==> src/hdl/sdioe_pkg.sv <==
// Shared types, codes and helpers for the SDIO card enumeration sequencer.
`timescale 1ns / 1ps

package sdioe_pkg;

  // Event codes on the op field
  localparam logic [1:0] OP_START     = 2'd0;
  localparam logic [1:0] OP_CMD_DONE  = 2'd1;
  localparam logic [1:0] OP_CLK_DONE  = 2'd2;

  // Configuration register indexes
  localparam logic [1:0] CFG_ENUM_DIV  = 2'd0;
  localparam logic [1:0] CFG_RUN_DIV   = 2'd1;
  localparam logic [1:0] CFG_QUERY_LIM = 2'd2;
  localparam logic [1:0] CFG_READY_LIM = 2'd3;

  // Configuration reset values
  localparam logic [9:0]  ENUM_DIV_RST  = 10'd63;
  localparam logic [9:0]  RUN_DIV_RST   = 10'd1;
  localparam logic [12:0] QUERY_LIM_RST = 13'd5000;
  localparam logic [7:0]  READY_LIM_RST = 8'd100;

  // OCR voltage window and IORDY bit
  localparam logic [31:0] VOLT_WINDOW = 32'h00FF_FF80;
  localparam int          IORDY_POS   = 31;

  // SD command indexes
  localparam logic [5:0] CMD_GO_IDLE   = 6'd0;
  localparam logic [5:0] CMD_IO_SEND   = 6'd5;
  localparam logic [5:0] CMD_SEND_RCA  = 6'd3;
  localparam logic [5:0] CMD_SELECT    = 6'd7;

  // Response kinds
  localparam logic [1:0] RSP_NONE   = 2'd0;
  localparam logic [1:0] RSP_LONG   = 2'd1;
  localparam logic [1:0] RSP_SHORT  = 2'd2;
  localparam logic [1:0] RSP_BUSY   = 2'd3;

  typedef enum logic [3:0] {
    PH_IDLE     = 4'd0,
    PH_CLK_ENUM = 4'd1,
    PH_CMD0     = 4'd2,
    PH_QUERY    = 4'd3,
    PH_READY    = 4'd4,
    PH_CMD3     = 4'd5,
    PH_CMD7     = 4'd6,
    PH_CLK_RUN  = 4'd7,
    PH_DONE     = 4'd8,
    PH_FAILED   = 4'd9
  } phase_t;

  typedef enum logic [2:0] {
    ACT_WAIT  = 3'd0,
    ACT_ISSUE = 3'd1,
    ACT_CLOCK = 3'd2,
    ACT_OK    = 3'd3,
    ACT_FAIL  = 3'd4
  } action_t;

  typedef enum logic [2:0] {
    ERR_OK      = 3'd0,
    ERR_TIMEOUT = 3'd1,
    ERR_CRC     = 3'd2,
    ERR_CMD     = 3'd3,
    ERR_DATA    = 3'd4,
    ERR_ENUM    = 3'd5
  } err_t;

  // One input event
  typedef struct packed {
    logic [1:0]  op;
    logic [6:0]  error_flags;
    logic        wait_expired;
    logic [31:0] response_word;
  } item_t;

  // One result beat
  typedef struct packed {
    action_t     action;
    logic [5:0]  cmd_index;
    logic [31:0] cmd_argument;
    logic [1:0]  response_kind;
    logic        check_enable;
    logic [9:0]  clock_divisor;
    err_t        error_code;
    logic [31:0] card_ocr;
    logic [15:0] card_address;
  } result_t;

  // Classify raw flags when bit 6 is set: timeout, then crc, then command, data as fallback; else timeout if expired
  function automatic err_t outcome(input logic [6:0] flags, input logic expired);
    err_t e;
    if (flags[6]) begin
      if (|flags[1:0])      e = ERR_TIMEOUT;
      else if (|flags[3:2]) e = ERR_CRC;
      else if (|flags[5:4]) e = ERR_CMD;
      else                  e = ERR_DATA;
    end else begin
      e = expired ? ERR_TIMEOUT : ERR_OK;
    end
    return e;
  endfunction

endpackage

==> src/hdl/sdioe_in_reg.sv <==
// Input register stage: holds one accepted event until the step logic takes it.
`timescale 1ns / 1ps

module sdioe_in_reg (
  input  logic            clk,
  input  logic            rst,
  input  logic            accept,
  input  logic            advance,
  input  sdioe_pkg::item_t item_d,
  output sdioe_pkg::item_t item_q,
  output logic            item_valid
);

  // Valid flag: set on an accepted beat, cleared when the stage drains
  always_ff @(posedge clk) begin
    if (rst) begin
      item_valid <= 1'b0;
    end else if (accept) begin
      item_valid <= 1'b1;
    end else if (advance) begin
      item_valid <= 1'b0;
    end
  end

  // Payload capture
  always_ff @(posedge clk) begin
    if (accept) begin
      item_q <= item_d;
    end
  end

endmodule

==> src/hdl/sdioe_step.sv <==
// Sequencer step: config registers, bring-up state and next-result logic.
`timescale 1ns / 1ps

module sdioe_step (
  input  logic              clk,
  input  logic              rst,
  input  logic              cfg_write,
  input  logic [1:0]        cfg_index,
  input  logic [12:0]       cfg_data,
  input  logic              fire,
  input  sdioe_pkg::item_t  item,
  output sdioe_pkg::result_t res
);

  logic [9:0]  enum_div;
  logic [9:0]  run_div;
  logic [12:0] query_lim;
  logic [7:0]  ready_lim;

  sdioe_pkg::phase_t phase, phase_next;
  logic [12:0] attempts_left, attempts_left_next;
  logic [31:0] saved_ocr, saved_ocr_next;
  logic [15:0] saved_rca, saved_rca_next;

  sdioe_pkg::err_t err;
  logic [12:0]     query_first;
  logic [12:0]     ready_first;
  logic [31:0]     window_arg;

  // Configuration writes
  always_ff @(posedge clk) begin
    if (rst) begin
      enum_div  <= sdioe_pkg::ENUM_DIV_RST;
      run_div   <= sdioe_pkg::RUN_DIV_RST;
      query_lim <= sdioe_pkg::QUERY_LIM_RST;
      ready_lim <= sdioe_pkg::READY_LIM_RST;
    end else if (cfg_write) begin
      unique case (cfg_index)
        sdioe_pkg::CFG_ENUM_DIV:  enum_div  <= cfg_data[9:0];
        sdioe_pkg::CFG_RUN_DIV:   run_div   <= cfg_data[9:0];
        sdioe_pkg::CFG_QUERY_LIM: query_lim <= cfg_data;
        sdioe_pkg::CFG_READY_LIM: ready_lim <= cfg_data[7:0];
        default: ;
      endcase
    end
  end

  // State register
  always_ff @(posedge clk) begin
    if (rst) begin
      phase         <= sdioe_pkg::PH_IDLE;
      attempts_left <= '0;
      saved_ocr     <= '0;
      saved_rca     <= '0;
    end else if (fire) begin
      phase         <= phase_next;
      attempts_left <= attempts_left_next;
      saved_ocr     <= saved_ocr_next;
      saved_rca     <= saved_rca_next;
    end
  end

  // Helpers: outcome class, first retry counts (limit zero means one try)
  assign err         = sdioe_pkg::outcome(item.error_flags, item.wait_expired);
  assign query_first = (query_lim == 13'd0) ? 13'd0 : query_lim - 13'd1;
  assign ready_first = (ready_lim == 8'd0) ? 13'd0 : {5'd0, ready_lim - 8'd1};
  assign window_arg  = saved_ocr & sdioe_pkg::VOLT_WINDOW;

  // Next state and result
  always_comb begin
    phase_next         = phase;
    attempts_left_next = attempts_left;
    saved_ocr_next     = saved_ocr;
    saved_rca_next     = saved_rca;
    res                = '0;
    res.action         = sdioe_pkg::ACT_WAIT;
    res.error_code     = sdioe_pkg::ERR_OK;

    if (item.op == sdioe_pkg::OP_START) begin
      res.action         = sdioe_pkg::ACT_CLOCK;
      res.clock_divisor  = enum_div;
      attempts_left_next = '0;
      phase_next         = sdioe_pkg::PH_CLK_ENUM;
    end else if (item.op == sdioe_pkg::OP_CLK_DONE &&
                 (phase == sdioe_pkg::PH_CLK_ENUM || phase == sdioe_pkg::PH_CLK_RUN)) begin
      if (err != sdioe_pkg::ERR_OK) begin
        res.action     = sdioe_pkg::ACT_FAIL;
        res.error_code = err;
        phase_next     = sdioe_pkg::PH_FAILED;
      end else if (phase == sdioe_pkg::PH_CLK_ENUM) begin
        res.action        = sdioe_pkg::ACT_ISSUE;
        res.cmd_index     = sdioe_pkg::CMD_GO_IDLE;
        res.response_kind = sdioe_pkg::RSP_NONE;
        phase_next        = sdioe_pkg::PH_CMD0;
      end else begin
        res.action = sdioe_pkg::ACT_OK;
        phase_next = sdioe_pkg::PH_DONE;
      end
    end else if (item.op == sdioe_pkg::OP_CMD_DONE) begin
      unique case (phase)
        // CMD0 outcome is ignored
        sdioe_pkg::PH_CMD0: begin
          attempts_left_next = query_first;
          res.action         = sdioe_pkg::ACT_ISSUE;
          res.cmd_index      = sdioe_pkg::CMD_IO_SEND;
          res.response_kind  = sdioe_pkg::RSP_SHORT;
          phase_next         = sdioe_pkg::PH_QUERY;
        end
        // OCR query, retried on timeout
        sdioe_pkg::PH_QUERY: begin
          if (err == sdioe_pkg::ERR_OK) begin
            saved_ocr_next     = item.response_word;
            attempts_left_next = ready_first;
            res.action         = sdioe_pkg::ACT_ISSUE;
            res.cmd_index      = sdioe_pkg::CMD_IO_SEND;
            res.cmd_argument   = item.response_word & sdioe_pkg::VOLT_WINDOW;
            res.response_kind  = sdioe_pkg::RSP_SHORT;
            phase_next         = sdioe_pkg::PH_READY;
          end else if (err == sdioe_pkg::ERR_TIMEOUT && attempts_left != 13'd0) begin
            attempts_left_next = attempts_left - 13'd1;
            res.action         = sdioe_pkg::ACT_ISSUE;
            res.cmd_index      = sdioe_pkg::CMD_IO_SEND;
            res.response_kind  = sdioe_pkg::RSP_SHORT;
          end else begin
            res.action     = sdioe_pkg::ACT_FAIL;
            res.error_code = err;
            phase_next     = sdioe_pkg::PH_FAILED;
          end
        end
        // Wait for IORDY
        sdioe_pkg::PH_READY: begin
          if (err != sdioe_pkg::ERR_OK) begin
            res.action     = sdioe_pkg::ACT_FAIL;
            res.error_code = err;
            phase_next     = sdioe_pkg::PH_FAILED;
          end else if (item.response_word[sdioe_pkg::IORDY_POS]) begin
            res.action        = sdioe_pkg::ACT_ISSUE;
            res.cmd_index     = sdioe_pkg::CMD_SEND_RCA;
            res.response_kind = sdioe_pkg::RSP_SHORT;
            res.check_enable  = 1'b1;
            phase_next        = sdioe_pkg::PH_CMD3;
          end else if (attempts_left != 13'd0) begin
            attempts_left_next = attempts_left - 13'd1;
            res.action         = sdioe_pkg::ACT_ISSUE;
            res.cmd_index      = sdioe_pkg::CMD_IO_SEND;
            res.cmd_argument   = window_arg;
            res.response_kind  = sdioe_pkg::RSP_SHORT;
          end else begin
            res.action     = sdioe_pkg::ACT_FAIL;
            res.error_code = sdioe_pkg::ERR_ENUM;
            phase_next     = sdioe_pkg::PH_FAILED;
          end
        end
        // RCA capture, then select
        sdioe_pkg::PH_CMD3: begin
          if (err != sdioe_pkg::ERR_OK) begin
            res.action     = sdioe_pkg::ACT_FAIL;
            res.error_code = err;
            phase_next     = sdioe_pkg::PH_FAILED;
          end else begin
            saved_rca_next    = item.response_word[31:16];
            res.action        = sdioe_pkg::ACT_ISSUE;
            res.cmd_index     = sdioe_pkg::CMD_SELECT;
            res.cmd_argument  = {item.response_word[31:16], 16'd0};
            res.response_kind = sdioe_pkg::RSP_BUSY;
            res.check_enable  = 1'b1;
            phase_next        = sdioe_pkg::PH_CMD7;
          end
        end
        // Card selected: request full-speed clock
        sdioe_pkg::PH_CMD7: begin
          if (err != sdioe_pkg::ERR_OK) begin
            res.action     = sdioe_pkg::ACT_FAIL;
            res.error_code = err;
            phase_next     = sdioe_pkg::PH_FAILED;
          end else begin
            res.action        = sdioe_pkg::ACT_CLOCK;
            res.clock_divisor = run_div;
            phase_next        = sdioe_pkg::PH_CLK_RUN;
          end
        end
        default: ;
      endcase
    end

    res.card_ocr     = saved_ocr_next;
    res.card_address = saved_rca_next;
  end

endmodule

==> src/hdl/sdioe_out_reg.sv <==
// Result register: holds a result beat until the consumer takes it.
`timescale 1ns / 1ps

module sdioe_out_reg (
  input  logic               clk,
  input  logic               rst,
  input  logic               load,
  input  logic               out_stall,
  input  sdioe_pkg::result_t res_d,
  output sdioe_pkg::result_t res_q,
  output logic               out_valid,
  output logic               can_load
);

  // Free when empty or when the held beat leaves this cycle
  assign can_load = !out_valid || !out_stall;

  always_ff @(posedge clk) begin
    if (rst) begin
      out_valid <= 1'b0;
    end else if (can_load) begin
      out_valid <= load;
    end
  end

  always_ff @(posedge clk) begin
    if (load) begin
      res_q <= res_d;
    end
  end

endmodule

==> src/hdl/sdio_card_enumeration_sequencer.sv <==
// An accepted beat goes from the input register through the step logic into the result register.
// Throughput: one event per cycle; the input register, the step logic and the
// result register form a two-stage pipe that only holds while out_stall is high.
// Reset (rst, synchronous): phase idle, counters and saved OCR/RCA cleared,
// config registers back to defaults, both stages empty.
// Top level of the SDIO card enumeration sequencer.
`timescale 1ns / 1ps

module sdio_card_enumeration_sequencer (
  input  logic        clk,
  input  logic        rst,
  // configuration
  input  logic        cfg_write,
  input  logic [1:0]  cfg_index,
  input  logic [12:0] cfg_data,
  // event input
  input  logic        in_valid,
  output logic        in_stall,
  input  logic [1:0]  op,
  input  logic [6:0]  error_flags,
  input  logic        wait_expired,
  input  logic [31:0] response_word,
  // result output
  output logic        out_valid,
  input  logic        out_stall,
  output logic [2:0]  action,
  output logic [5:0]  cmd_index,
  output logic [31:0] cmd_argument,
  output logic [1:0]  response_kind,
  output logic        check_enable,
  output logic [9:0]  clock_divisor,
  output logic [2:0]  error_code,
  output logic [31:0] card_ocr,
  output logic [15:0] card_address
);

  sdioe_pkg::item_t   item_d, item_q;
  sdioe_pkg::result_t res_d, res_q;
  logic               item_valid;
  logic               can_load;
  logic               accept;
  logic               fire;

  // Handshake
  assign fire     = item_valid && can_load;
  assign in_stall = item_valid && !can_load;
  assign accept   = in_valid && !in_stall;

  assign item_d.op            = op;
  assign item_d.error_flags   = error_flags;
  assign item_d.wait_expired  = wait_expired;
  assign item_d.response_word = response_word;

  sdioe_in_reg u_in_reg (
    .clk        (clk),
    .rst        (rst),
    .accept     (accept),
    .advance    (can_load),
    .item_d     (item_d),
    .item_q     (item_q),
    .item_valid (item_valid)
  );

  sdioe_step u_step (
    .clk       (clk),
    .rst       (rst),
    .cfg_write (cfg_write),
    .cfg_index (cfg_index),
    .cfg_data  (cfg_data),
    .fire      (fire),
    .item      (item_q),
    .res       (res_d)
  );

  sdioe_out_reg u_out_reg (
    .clk       (clk),
    .rst       (rst),
    .load      (fire),
    .out_stall (out_stall),
    .res_d     (res_d),
    .res_q     (res_q),
    .out_valid (out_valid),
    .can_load  (can_load)
  );

  // Result fields
  assign action        = res_q.action;
  assign cmd_index     = res_q.cmd_index;
  assign cmd_argument  = res_q.cmd_argument;
  assign response_kind = res_q.response_kind;
  assign check_enable  = res_q.check_enable;
  assign clock_divisor = res_q.clock_divisor;
  assign error_code    = res_q.error_code;
  assign card_ocr      = res_q.card_ocr;
  assign card_address  = res_q.card_address;

`ifndef ASSERT_OFF
  // Error code is nonzero exactly on a failed beat
  a_err_on_fail: assert property (@(posedge clk) disable iff (rst)
    out_valid |-> ((action == sdioe_pkg::ACT_FAIL) == (error_code != sdioe_pkg::ERR_OK)))
    else $error("error_code does not match failed action");

  // Command fields only on issue beats, divisor only on clock beats
  a_fields_clean: assert property (@(posedge clk) disable iff (rst)
    (out_valid && action != sdioe_pkg::ACT_ISSUE) |->
      (cmd_index == 6'd0 && cmd_argument == 32'd0 && !check_enable &&
       (action == sdioe_pkg::ACT_CLOCK || clock_divisor == 10'd0)))
    else $error("stray payload on non-issue beat");

  // The input stage only stalls while it is full
  a_stall_full: assert property (@(posedge clk) disable iff (rst)
    in_stall |-> item_valid)
    else $error("input stalled while empty");

  // Every beat that fires from the input stage is loaded into the result register
  a_drain: assert property (@(posedge clk) disable iff (rst)
    fire |=> out_valid)
    else $error("step fired without a result beat");
`endif

endmodule
==> config.mk <==
export PLATFORM = sky130hd
export DESIGN_NAME = sdio_card_enumeration_sequencer
export DESIGN_NICKNAME = d
export VERILOG_FILES = /design/src/hdl/sdioe_pkg.sv /design/src/hdl/sdioe_in_reg.sv /design/src/hdl/sdioe_step.sv /design/src/hdl/sdioe_out_reg.sv /design/src/hdl/sdio_card_enumeration_sequencer.sv
export SDC_FILE = /design/constraint.sdc
export NUM_CORES = 1
export LEC_CHECK = 0
export BUFFER_PORTS_ARGS = -buffer_cell sky130_fd_sc_hd__buf_2
export CORE_MARGIN = 5
export CORE_UTILIZATION = 56
export CTS_CLUSTER_SIZE = 8
export DETAILED_ROUTE_END_ITERATION = 7
export PLACE_DENSITY = 0.88
export SLEW_MARGIN = 10
export SYNTH_ARGS = -nofsm -noshare
export SYNTH_HDL_FRONTEND = slang
export SYNTH_SLANG_ARGS = --single-unit
==> constraint.sdc <==
create_clock -name clk -period 4.9 [get_ports clk]
set_input_delay 0.245 -clock clk [delete_from_list [all_inputs] [get_ports clk]]
set_output_delay 0.245 -clock clk [all_outputs]
set_load 0.02 [all_outputs]
==> run_results.csv <==
group,metric,value,unit
timing,fin_crit_sh,64.0,%
grt,globalRoute.totalOverflow,0,
power_and_ir_drop,p_clk_share,46.8,%
power_and_ir_drop,p_sw_share,22.4,%
critical_path,crit_arrival,3.53,ns
placement,portBuffers,158,
synth,ys_seq_area_share,60.9,%
synth,async_flop_share,0,%
synth,synth_cells,962,
drt,drt-pass1-iter-count,8,
critical_path,crit_required,5.29,ns
clocking,path_clk_slew,0.05,ns
final_layout,final_common_cell,"nand2_1",
critical_path,criticalPathCategory,"reg -> reg",
floorplanning,die_h,146,um
critical_path,setup.worst_path.start_class,"flop",
critical_path,path_buf_inv,0,
synth,synth-seq-cells,245,
synth,postSynthAreaPerCell,10.7,um2
timing,slew_viol_final,0,
critical_path,path_delay_family,"compound AO/OA/AOI/OAI gates",
timing,setup_violations,0,
power_and_ir_drop,peakVddDrop,0.000453,V
critical_path,worstSetupPathDepth,5,
timing,setup_ws,1.76,ns
floorplanning,die_x,146,um
synth,synth_edf_count,137,
floorplanning,io_pins,169,
clocking,clockBufferDepth,3,
drt,wl_per_cell,18.9,um
power_and_ir_drop,p_switching,1.09,mW
synth,netlist_area,10300,um2
timing,setup_tns,0,ns
placement,hpwl,16.4,mm
synth,synth.distinct_cells,60,
timing,tightestPinTransition,1.25,ns
floorplanning,dieArea,21200,um2
floorplanning,num_rows,49,
placement,gp_congestion,0.894,
critical_path,max_stage_delay,0.78,ns
timing,finClkSkew,0.0228,ns
clocking,numClockSinks,245,
critical_path,r2r_cells,5,
power_and_ir_drop,pwr-share-seq,46.7,%
clocking,cts_made_buffers,36,
critical_path,crit_chain,"or3b_2, a211o_1, o311ai_1, nand3_1, a311o_1",
drt,drc,0,
critical_path,end_kind,"flop",
timing,rsz0062_at_grt,"false",
drt,totalWireLength,26.7,mm
run_status,status,"finished clean",
timing,period_needed,3.14,ns
timing,fmax,319,MHz
grt,grt_max_degree,90,
grt,antenna_found_initial,2,
drt,num_vias,8276,
job,maxCapViolCount,0,
power_and_ir_drop,p_leak,4.95,nW
drt,final_antenna_net_count,0,
timing,relSlewSlack,16.3,%
drt,vias_per_cell,5.85,
critical_path,path_max_fanout,22,
clocking,cts_tree,"built",
min_path,worst_hold_path_type,"in -> reg",
drt,drt-initial-drc-count,782,
final_layout,fin_nets,1225,
power_and_ir_drop,power_density,382,nW/um2
clocking,post_cts_buffers,0,
clocking,clockRootBuffer,"clkbuf_16",
placement,place_ws,1.81,ns
synth,synthFlopType,"edfxtp_1",
clocking,htreeDepth,2,
floorplanning,core_area,18000,um2
final_layout,area_delta_synth_final,24.0,%
grt,track_usage,24.4,%
critical_path,slowest_stage,"dfxtp_1",
final_layout,layout_common_cells,"205 x nand2_1, 158 x buf_2, 137 x edfxtp_1",
power_and_ir_drop,p_int,3.79,mW
floorplanning,initial_core_util,57.2,%
final_layout,drive_above_1_share,21.2,%
grt,grt_pass1_wl,43.1,mm
power_and_ir_drop,pwr-share-comb,6.4,%
final_layout,fillers,1232,
clocking,insertion_delay,0.51,ns
grt,grt_pass1_vias,8305,
min_path,whs_path_depth,3,
timing,hold_violations,0,
synth,ys_warn_count,0,
-- metrics by stage --
stage / area (um2) / power [mW] / instances / hold slack, ns / util (%)
floorplan: 10300 / 2.50 / 971 / 0.344 / -
global placement: 11200 / 2.59 / 1301 / 0.422 / 62.3
detailed placement: 11200 / 2.60 / 1301 / 0.423 / 62.3
CTS: 12800 / 4.90 / 1411 / 0.0127 / 70.9
global route: 12800 / 5.05 / 1413 / 0.0203 / 70.9
finish: 12800 / 4.89 / 1414 / 0.0273 / 70.9
-- sequential cells by signal (all words and copies together) (netlist names) --
register	count
u_in_reg.item_q	42
u_in_reg.item_valid	1
u_out_reg.out_valid	1
u_out_reg.res_q	95
u_step.attempts_left	13
u_step.enum_div	10
u_step.phase	4
u_step.query_lim	13
u_step.ready_lim	8
u_step.run_div	10
u_step.saved_ocr	32
u_step.saved_rca	16
-- per-layer routing --
layer / track usage [%] / wire, um / up-vias
met3: 5.64 / 2340 / 82
met2: 41.4 / 13500 / 456
met4: 10.1 / 891 / 0
met1: 30.1 / 9960 / 3907
met5: 0 / 0 / -
li1: - / - / 3831
-- power groups by stage --
stage / Combinational [mW] / Sequential (mW) / Clock (mW)
final: 0.313 / 2.28 / 2.29
after global routing: 0.337 / 2.29 / 2.42
after CTS: 0.310 / 2.28 / 2.31
after detailed placement: 0.277 / 2.32 / 0
after global placement: 0.273 / 2.32 / 0
after floorplan: 0.151 / 2.35 / 0
-- worst min-delay path, stage by stage --
cell     delay [ns]
buf_2          0.13
nand2_1        0.06
a21oi_1        0.05
-- kinds of logic after synthesis --
kind of cell             Yosys count  share of synthesized area, %
AND/OR/NAND/NOR                  368                          15.9
flip-flops                       245                          60.9
AO/OA/AOI/OAI                    192                          12.1
buffers and inverters             76                          3.18
multiplexers                      55                          5.73
XOR/XNOR                          21                          1.78
adder cells (fa/ha/maj)            4                         0.485
other                              1                        0.0364
-- worst paths after layout --
| kind | from | endpoint | slack, ns |
|---|---|---|---|
| worst max-delay path | u_step.phase[2]$_SDFFE_PP0P_ | u_step.attempts_left[5]$_SDFFE_PP0P_ | 1.76 |
| worst min-delay path | cfg_data[0] | u_step.query_lim[0]$_SDFFE_PP0P_ | 0.03 |
| worst max register to register | u_step.phase[2]$_SDFFE_PP0P_ | u_step.attempts_left[5]$_SDFFE_PP0P_ | 1.76 |
| worst min register to register | u_step.saved_ocr[4]$_SDFFE_PP0P_ | u_step.saved_ocr[4]$_SDFFE_PP0P_ | 0.45 |
-- synth_stat cells, types with 5 or more instances --
master / count / area (um2)
a21o_1: 11 / 82.6
a21oi_1: 86 / 430
a22o_1: 11 / 96.3
a22oi_1: 20 / 150
and2_1: 9 / 56.3
and3_1: 5 / 31.3
buf_1: 9 / 33.8
buf_4: 10 / 75.1
clkbuf_1: 42 / 158
dfxtp_1: 108 / 2160
edfxtp_1: 137 / 4110
inv_1: 10 / 37.5
mux2_2: 32 / 360
mux2i_1: 23 / 230
nand2_1: 205 / 769
nand2b_1: 9 / 56.3
nand3_1: 17 / 85.1
nor2_1: 61 / 229
nor2b_1: 6 / 37.5
nor3_1: 19 / 95.1
o21ai_0: 14 / 70.1
o31ai_1: 7 / 52.6
or3_1: 8 / 50.1
or4_1: 5 / 37.5
xnor2_1: 15 / 131
xor2_1: 6 / 52.6
-- final cells by class --
| cell class | count | area, um2 | share of cell area, % |
|---|---|---|---|
| tap | 229 | 287 | 2.24 |
| sequential | 245 | 6280 | 49.1 |
| clock buffer | 60 | 1040 | 8.16 |
| timing repair buffer | 215 | 1340 | 10.5 |
| multi-input combinational | 650 | 3770 | 29.5 |
| antenna | 3 | 7.51 | 0.0587 |
| inverter | 11 | 43.8 | 0.343 |
| clock inverter | 1 | 16.3 | 0.127 |
-- repair_timing --
item | CTS | global route
hold endpoints to repair | 49 | 0
setup endpoints to repair | 0 | 0
hold buffers | 49 | 0
resized for setup | 0 | 0
(Power assumes the default switching activity.)
